### src/design/rlog_pkg.sv
package rlog_pkg;

  // Command codes on the input channel
  typedef enum logic [1:0] {
    CMD_BEGIN  = 2'd0,
    CMD_END    = 2'd1,
    CMD_RECORD = 2'd2,
    CMD_NOP    = 2'd3
  } cmd_t;

  // Status codes on the result channel
  typedef enum logic [2:0] {
    ST_OK      = 3'd0,
    ST_WAIT    = 3'd1,
    ST_FULL    = 3'd2,
    ST_OUTSIDE = 3'd3,
    ST_NOBEGIN = 3'd4
  } status_t;

  // Disk actions requested by a result
  typedef enum logic [1:0] {
    ACT_NONE    = 2'd0,
    ACT_COPY    = 2'd1,
    ACT_HEADER  = 2'd2,
    ACT_INSTALL = 2'd3
  } action_t;

  // Cache pin requests
  typedef enum logic [1:0] {
    HOLD_NONE  = 2'd0,
    HOLD_PIN   = 2'd1,
    HOLD_UNPIN = 2'd2
  } hold_t;

  // Configuration register indexes
  typedef enum logic [1:0] {
    REG_LOG_START  = 2'd0,
    REG_LOG_LENGTH = 2'd1,
    REG_MAX_PER_OP = 2'd2,
    REG_UNUSED     = 2'd3
  } reg_idx_t;

  // Sequencer states
  typedef enum logic [2:0] {
    S_IDLE,
    S_LOOKUP,
    S_EXEC,
    S_COPY,
    S_HDR_SET,
    S_INSTALL,
    S_HDR_CLEAR
  } state_t;

  // Active operation counter saturation point
  localparam logic [4:0] OPS_MAX = 5'd31;

  // Control broadcast to every cell of the table
  typedef struct packed {
    logic        shift;   // rotate entries one cell toward the head
    logic        cmp;     // capture key match
    logic [31:0] key;     // block number under search
  } cell_ctl_t;

endpackage

### src/design/rlog_cell.sv
module rlog_cell (
  input  logic                 clk,
  input  logic                 rst,
  input  rlog_pkg::cell_ctl_t  ctl,
  input  logic                 occupied,
  input  logic                 wr_en,
  input  logic [31:0]          wr_data,
  input  logic [31:0]          nbr_data,
  output logic [31:0]          data,
  output logic                 hit
);

  logic [31:0] entry;

  // Rotate from the neighbor, or take a new entry
  always_ff @(posedge clk) begin
    if (ctl.shift) begin
      entry <= nbr_data;
    end else if (wr_en) begin
      entry <= wr_data;
    end
  end

  // Compare the held entry against the broadcast key
  always_ff @(posedge clk) begin
    if (rst) begin
      hit <= 1'b0;
    end else if (ctl.cmp) begin
      hit <= occupied && (entry == ctl.key);
    end
  end

  assign data = entry;

endmodule

### src/design/redo_log_transaction_manager_core.sv
// Redo log group-commit manager.
// Input channel s_axis_*: one item per request (begin, end, record block write).
// Result channel m_axis_*: one or more items per request; m_axis_tlast marks the
// final item of each request. A commit (end of the last active operation with a
// non-empty table) emits, in order, a copy per entry, a header write with the
// count, an install with unpin per entry and a header write with count zero.
// A request is taken in IDLE, the table compare is done in LOOKUP and the answer
// is loaded into the output register in EXEC once that register is free; no new
// request is taken until then. A commit rotates the table ring through its head
// cell twice, once in COPY and once in INSTALL, pausing while the receiver stalls.
// While m_axis_tready is low, the single output register keeps the waiting item
// and the sequencer pauses before loading another until it is taken.
// Reset (rst, synchronous) clears the operation counter, the entry count and
// the configuration to its defaults; table contents stay undefined until
// recorded. Configuration writes (cfg_we) take effect at once; the user must issue
// them only while no request is in flight, as the block does not enforce this.
module redo_log_transaction_manager_core #(
  parameter int LOG_CAPACITY = 30
) (
  input  logic        clk,
  input  logic        rst,
  input  logic        s_axis_tvalid,
  output logic        s_axis_tready,
  input  logic [39:0] s_axis_tdata,   // cmd[1:0], block_number[33:2], zero pad
  output logic        m_axis_tvalid,
  input  logic        m_axis_tready,
  output logic [79:0] m_axis_tdata,   // status[2:0], action[4:3], source_block[36:5],
                                      // dest_block[68:37], header_count[73:69],
                                      // cache_hold[75:74], zero pad
  output logic        m_axis_tlast,
  input  logic        cfg_we,
  input  logic [1:0]  cfg_index,
  input  logic [31:0] cfg_data
);

  localparam int IW = (LOG_CAPACITY > 1) ? $clog2(LOG_CAPACITY) : 1;
  localparam int CW = $clog2(LOG_CAPACITY + 1);

  // Configuration registers
  logic [31:0] log_start;
  logic [31:0] log_length;
  logic [4:0]  max_per_op;

  always_ff @(posedge clk) begin
    if (rst) begin
      log_start  <= 32'd0;
      log_length <= 32'd31;
      max_per_op <= 5'd10;
    end else if (cfg_we) begin
      case (rlog_pkg::reg_idx_t'(cfg_index))
        rlog_pkg::REG_LOG_START:  log_start  <= cfg_data;
        rlog_pkg::REG_LOG_LENGTH: log_length <= cfg_data;
        rlog_pkg::REG_MAX_PER_OP: max_per_op <= cfg_data[4:0];
        default: ;
      endcase
    end
  end

  // Control state
  rlog_pkg::state_t state, state_next;
  logic [CW-1:0] entry_count, entry_count_next;
  logic [4:0]    active_ops, active_ops_next;
  logic [IW-1:0] step, step_next;

  // Request capture
  rlog_pkg::cmd_t cmd_r;
  logic [31:0]    key;

  // Output register
  logic        out_valid;
  logic        out_load;
  logic        out_free;
  rlog_pkg::status_t o_status, out_status;
  rlog_pkg::action_t o_action, out_action;
  logic [31:0] o_src, o_dst, out_src, out_dst;
  logic [4:0]  o_hcnt, out_hcnt;
  rlog_pkg::hold_t o_hold, out_hold;
  logic        o_last, out_last;

  // Table ring
  rlog_pkg::cell_ctl_t ctl;
  logic        tab_wr;
  logic [31:0] cell_data [LOG_CAPACITY];
  logic [LOG_CAPACITY-1:0] cell_hit;
  logic        any_hit;
  logic [31:0] slot_addr;

  // Admission arithmetic
  logic [5:0]  ops_inc;
  logic [10:0] need;
  logic        rec_full;
  logic        step_pending;
  logic        step_wrap;

  genvar gi;
  generate
    for (gi = 0; gi < LOG_CAPACITY; gi++) begin : g_cell
      rlog_cell u_cell (
        .clk      (clk),
        .rst      (rst),
        .ctl      (ctl),
        .occupied (32'(entry_count) > gi),
        .wr_en    (tab_wr && (entry_count == CW'(gi))),
        .wr_data  (key),
        .nbr_data (cell_data[(gi + 1) % LOG_CAPACITY]),
        .data     (cell_data[gi]),
        .hit      (cell_hit[gi])
      );
    end
  endgenerate

  assign any_hit      = |cell_hit;
  assign slot_addr    = log_start + 32'd1 + 32'(step);
  assign ops_inc      = {1'b0, active_ops} + 6'd1;
  assign need         = 11'(ops_inc) * 11'(max_per_op) + 11'(entry_count);
  assign rec_full     = (32'(entry_count) >= LOG_CAPACITY) ||
                        ((33'(entry_count) + 33'd1) >= {1'b0, log_length});
  assign step_pending = 32'(step) < 32'(entry_count);
  assign step_wrap    = 32'(step) == (LOG_CAPACITY - 1);
  assign out_free     = !out_valid || m_axis_tready;
  assign s_axis_tready = (state == rlog_pkg::S_IDLE);

  // Sequencer: next state and result selection
  always_comb begin
    state_next       = state;
    entry_count_next = entry_count;
    active_ops_next  = active_ops;
    step_next        = step;
    out_load         = 1'b0;
    o_status         = rlog_pkg::ST_OK;
    o_action         = rlog_pkg::ACT_NONE;
    o_src            = 32'd0;
    o_dst            = 32'd0;
    o_hcnt           = 5'd0;
    o_hold           = rlog_pkg::HOLD_NONE;
    o_last           = 1'b1;
    tab_wr           = 1'b0;
    ctl.shift        = 1'b0;
    ctl.cmp          = 1'b0;
    ctl.key          = key;
    case (state)
      rlog_pkg::S_IDLE: begin
        if (s_axis_tvalid) begin
          state_next = rlog_pkg::S_LOOKUP;
        end
      end
      rlog_pkg::S_LOOKUP: begin
        ctl.cmp    = 1'b1;
        state_next = rlog_pkg::S_EXEC;
      end
      rlog_pkg::S_EXEC: begin
        if (out_free) begin
          out_load   = 1'b1;
          state_next = rlog_pkg::S_IDLE;
          case (cmd_r)
            rlog_pkg::CMD_BEGIN: begin
              if (active_ops == rlog_pkg::OPS_MAX || need > 11'(LOG_CAPACITY)) begin
                o_status = rlog_pkg::ST_WAIT;
              end else begin
                active_ops_next = active_ops + 5'd1;
              end
            end
            rlog_pkg::CMD_END: begin
              if (active_ops == 5'd0) begin
                o_status = rlog_pkg::ST_NOBEGIN;
              end else begin
                active_ops_next = active_ops - 5'd1;
                if (active_ops == 5'd1 && entry_count != '0) begin
                  out_load   = 1'b0;
                  step_next  = '0;
                  state_next = rlog_pkg::S_COPY;
                end
              end
            end
            rlog_pkg::CMD_RECORD: begin
              if (rec_full) begin
                o_status = rlog_pkg::ST_FULL;
              end else if (active_ops == 5'd0) begin
                o_status = rlog_pkg::ST_OUTSIDE;
              end else begin
                o_src = key;
                if (!any_hit) begin
                  tab_wr           = 1'b1;
                  entry_count_next = entry_count + CW'(1);
                  o_hold           = rlog_pkg::HOLD_PIN;
                end
              end
            end
            default: ;
          endcase
        end
      end
      rlog_pkg::S_COPY, rlog_pkg::S_INSTALL: begin
        // Emit one entry per step while entries remain, then finish the lap
        if (!step_pending || out_free) begin
          ctl.shift = 1'b1;
          out_load  = step_pending;
          o_last    = 1'b0;
          if (state == rlog_pkg::S_COPY) begin
            o_action = rlog_pkg::ACT_COPY;
            o_src    = cell_data[0];
            o_dst    = slot_addr;
          end else begin
            o_action = rlog_pkg::ACT_INSTALL;
            o_src    = slot_addr;
            o_dst    = cell_data[0];
            o_hold   = rlog_pkg::HOLD_UNPIN;
          end
          if (step_wrap) begin
            step_next  = '0;
            state_next = (state == rlog_pkg::S_COPY) ? rlog_pkg::S_HDR_SET
                                                     : rlog_pkg::S_HDR_CLEAR;
          end else begin
            step_next = step + IW'(1);
          end
        end
      end
      rlog_pkg::S_HDR_SET: begin
        if (out_free) begin
          out_load   = 1'b1;
          o_action   = rlog_pkg::ACT_HEADER;
          o_src      = log_start;
          o_dst      = log_start;
          o_hcnt     = 5'(entry_count);
          o_last     = 1'b0;
          state_next = rlog_pkg::S_INSTALL;
        end
      end
      rlog_pkg::S_HDR_CLEAR: begin
        if (out_free) begin
          out_load         = 1'b1;
          o_action         = rlog_pkg::ACT_HEADER;
          o_src            = log_start;
          o_dst            = log_start;
          entry_count_next = '0;
          state_next       = rlog_pkg::S_IDLE;
        end
      end
      default: state_next = rlog_pkg::S_IDLE;
    endcase
  end

  // Hold control state
  always_ff @(posedge clk) begin
    if (rst) begin
      state       <= rlog_pkg::S_IDLE;
      entry_count <= '0;
      active_ops  <= 5'd0;
      step        <= '0;
      out_valid   <= 1'b0;
    end else begin
      state       <= state_next;
      entry_count <= entry_count_next;
      active_ops  <= active_ops_next;
      step        <= step_next;
      out_valid   <= out_load || (out_valid && !m_axis_tready);
    end
  end

  // Capture the accepted request
  always_ff @(posedge clk) begin
    if (s_axis_tvalid && s_axis_tready) begin
      cmd_r <= rlog_pkg::cmd_t'(s_axis_tdata[1:0]);
      key   <= s_axis_tdata[33:2];
    end
  end

  // Load the output register
  always_ff @(posedge clk) begin
    if (out_load) begin
      out_status <= o_status;
      out_action <= o_action;
      out_src    <= o_src;
      out_dst    <= o_dst;
      out_hcnt   <= o_hcnt;
      out_hold   <= o_hold;
      out_last   <= o_last;
    end
  end

  assign m_axis_tvalid = out_valid;
  assign m_axis_tlast  = out_last;
  assign m_axis_tdata  = {4'd0, out_hold, out_hcnt, out_dst, out_src, out_action, out_status};

endmodule

### config.mk
export PLATFORM = sky130hd
export DESIGN_NAME = redo_log_transaction_manager_core
export DESIGN_NICKNAME = d
export VERILOG_FILES = /design/src/design/rlog_pkg.sv /design/src/design/rlog_cell.sv /design/src/design/redo_log_transaction_manager_core.sv
export SDC_FILE = /design/constraint.sdc
export NUM_CORES = 2
export LEC_CHECK = 0
export BUFFER_PORTS_ARGS = -buffer_cell sky130_fd_sc_hd__buf_4
export CAP_MARGIN = 5
export CORE_AREA = 2 2 343 345
export CTS_BUF_LIST = sky130_fd_sc_hd__clkbuf_8 sky130_fd_sc_hd__clkbuf_16
export DETAILED_ROUTE_END_ITERATION = 10
export DIE_AREA = 0 0 345 347
export PLACE_DENSITY = 0.8
export SLEW_MARGIN = 20
export SYNTH_ARGS = -nofsm -noshare
export SYNTH_HDL_FRONTEND = slang
export SYNTH_SLANG_ARGS = --single-unit
### constraint.sdc
create_clock -name clk -period 17.5 [get_ports clk]
set_input_delay 4.375 -clock clk [delete_from_list [all_inputs] [get_ports clk]]
set_output_delay 4.375 -clock clk [all_outputs]
set_load 0.005 [all_outputs]
==> run_results.csv <==
group,metric,value,unit
outcome,status,"complete, no violations",
drt,wl_per_cell,30.18,um
timing,rsz0062_at_grt,"false",
critical_path,crit_arrival,8.62,ns
critical_path,crit_type,"primary input to register",
floorplan,coreArea,115700,sq um
floorplan,dieArea,119700,sq um
clocking,cts_root_buf,"clkbuf_16",
timing,hold_viol_final,0,
timing,max_freq,124.4,MHz
global_routing,grt_pass1_vias,42440,
global_routing,grt_use_total,32.46,%
cells_and_area,nets,5125,
timing,setup_tns,0,ns
cells_and_area,stdcell_count,6612,
synth,netlist_top_cells_count,"edfxtp_1, a21o_1, xor2_1, xnor2_1, nand2_1",
power,power_report.internal_total,5.816,mW
cells_and_area,drive_gt1_share,10.25,%
placed_design,io_buffers,151,
synth,yosysMostFrequentCell,"edfxtp_1",
cells_and_area,nFillCells,9042,
synth,synthFlopType,"edfxtp_1",
clocking,clk_latency,0.75,ns
synth,synth.area.top_cells,"edfxtp_1, a21o_1, xor2_1",
timing,final.period_utilization,45.95,%
placed_design,hpwl,124300,um
power,p_sw,2.904,mW
critical_path,cp.required,18.08,ns
critical_path,crit_path_frequent_cell,"buf_4",
power,irDropWorstVdd,0.1302,mV
power,p_clk_share,28.8,%
clocking,cts_tree,"done",
power,combPwrFrac,27.2,%
critical_path,crit_chain,"buf_4, nand2b_1, or3_1, a211oi_2, or3_4, buf_4, inv_8, buf_6, buf_12, a21o_1",
clocking,htree_levels,3,
floorplan,dieHeight,347,um
clocking,cts_buffers,117,
floorplan,rows,125,
drt,drcViolationCount,0,
synth,postSynthCellCount,5037,
hold_path,min_to,"g_cell[27].u_cell.hit",
drt,drtIter0Drc,7492,
floorplan,boundaryPins,162,
job,maxCapViolations,0,
critical_path,r2r_slack,11.61,ns
timing,final-max-slew-violation-count,0,
power,power.density,130.0,nW/um^2
critical_path,cp_slowest_cell,"buf_12",
timing,slew-limit-headroom,15.10,%
clocking,clk_pin_slew_worst_paths,0.06,ns
power,p_leak,26.85,nW
hold_path,hp-start,"g_cell[27].u_cell.hit",
critical_path,worstSetupEndpointType,"register",
global_routing,antenna_found_initial,2,
synth,synth.distinct_cells,77,
global_routing,grt_max_degree,264,
placed_design,place_congestion,0.9373,
timing,skew,0.03629,ns
clocking,ctsLongestPathBuffers,3,
clocking,clock-sinks,1189,
drt,first_pass_iters,9,
synth,async_flop_share,0,%
critical_path,r2r_cells,10,
hold_path,hp-class,"register to register",
clocking,post_cts_resized,0,
drt,num_vias,44260,
synth,yosysWarningCount,0,
placed_design,placed_cells,6386,
cells_and_area,syn2layout_area_growth,9.839,%
drt,via_per_inst,6.694,
critical_path,cpPeakStageDelay,0.86,ns
timing,fin_crit,8.041,ns
floorplan,start_util,52.75,%
critical_path,cp_max_fo,263,
floorplan,dieWidth,345,um
synth,synth-seq-cells,1189,
drt,ant_nets,0,
clocking,cts_setup_buffers,0,
synth,syn_area,61060,sq um
timing,final-setup-viol-count,0,
synth,synth-edff-count,1071,
power,p_seq_share,44.0,%
critical_path,cp-start-kind,"primary input",
synth,yosysTopAreaCellShare,52.67,%
global_routing,grt_overflow,0,
drt,wl,199600,um
global_routing,grt_pass1_wl,287900,um
critical_path,reg2reg_from,"entry_count[4]",
synth,ys_seq_area_share,56.54,%
hold_path,whs_path_depth,2,
critical_path,r2r-end,"g_cell[13].u_cell.data[9]",
timing,worstMarginPinSlew,1.273,ns
synth,yosys.area.top_type,"edfxtp_1",
clocking,cts_hold_buf,0,
power,p_sw_share,33.31,%
synth,syn_area_per_cell,12.12,sq um
-- kinds of logic after synthesis --
logic type | share of synthesized area [%]
DFF | 56.54
AOI/OAI and AO/OA | 16.41
adders and majority gates | 1.533
other | 0.006142
buffers and inverters | 3.543
and+or+nand+nor | 7.674
xor gates and xnor gates | 13.99
muxes | 0.3012
-- layer usage --
metal  GRT usage [%]  vias up  routed length, um
met5               0        -                 20
met4           17.69        2              12720
met3           10.38      773              30910
met2           47.63     3787              85190
met1           42.81    21420              70740
li1                -    18280                  -
-- sequential cells by signal, summed over array words and instances, names as in the netlist --
name / count
out_src: 32
key: 32
m_axis_tvalid: 1
max_per_op: 5
log_length: 32
cmd_r: 2
state: 3
out_hcnt: 5
g_cell.u_cell.data: 960
out_dst: 32
out_hold: 2
out_action: 2
step: 5
active_ops: 5
m_axis_tlast: 1
log_start: 32
g_cell.u_cell.hit: 30
out_status: 3
entry_count: 5
-- through the flow --
stage,hold WS [ns],area (sq um),worst slack [ns],power [mW],utilization (%)
floorplan,0.4316,61070,8.284,5.333,-
global placement,0.4410,63290,8.677,6.102,54.68
detailed placement,0.4472,63290,8.614,6.150,54.68
CTS,0.4569,67030,9.367,8.621,57.91
global route,0.4739,67050,9.232,8.921,57.93
finish,0.4576,67060,9.459,8.720,57.94
-- power groups by stage --
stage | registers [mW] | logic (mW) | clock network (mW)
after floorplan | 3.82 | 1.51 | 0
after global placement | 3.88 | 2.22 | 0
after detailed placement | 3.89 | 2.26 | 0
after CTS | 3.83 | 2.29 | 2.50
after global routing | 3.86 | 2.46 | 2.61
final | 3.84 | 2.37 | 2.51
-- worst max path at each step --
stage                     cells past startpoint          start                   endpoint
final                                        10  m_axis_tready  g_cell[13].u_cell.data[9]
after global routing                         10  m_axis_tready  g_cell[13].u_cell.data[9]
after detailed placement                     10  m_axis_tready  g_cell[13].u_cell.data[9]
after floorplan                               7  m_axis_tready   g_cell[4].u_cell.data[0]
after CTS                                    10  m_axis_tready  g_cell[13].u_cell.data[9]
after global placement                       10  m_axis_tready  g_cell[13].u_cell.data[9]
-- area by class of cell --
class | count | area (sq um) | share of cell area (%)
sequential | 1189 | 34520 | 51.48
multi-input combinational | 3344 | 24590 | 36.67
clock buffer | 124 | 3035 | 4.526
timing repair buffer | 265 | 2038 | 3.039
tap | 1524 | 1907 | 2.843
clock inverter | 96 | 704.4 | 1.050
inverter | 65 | 251.5 | 0.3750
antenna | 5 | 12.51 | 0.01866
-- cell usage in the layout (no fill, tap or decap), types with 15 or more instances in the layout --
cell type and n:
clkinv_1 31, a211oi_1 21, inv_1 84, and2_2 30, buf_4 259, clkbuf_16 118
mux2i_1 15, o21ai_2 25, and2_1 15, xor2_1 558, nand4_1 148, a21oi_1 131
a22oi_1 26, nor3_1 54, o21ai_0 77, nand2_1 243, a221o_1 15, a21o_1 968
fa_1 18, xnor2_1 417, nor2_1 103, o2bb2ai_1 15, clkinv_2 24, ha_1 46
edfxtp_1 1071, dfxtp_1 118, nor4_1 176, nand3_1 45
-- worst max-delay path: cells and delay by family --
kind	cells	cell delay, ns
and+or+nand+nor	3	0.83
AOI/OAI and AO/OA	2	0.34
buffers and inverters	5	2.69
No activity file was read; power rests on OpenSTA's default activity.
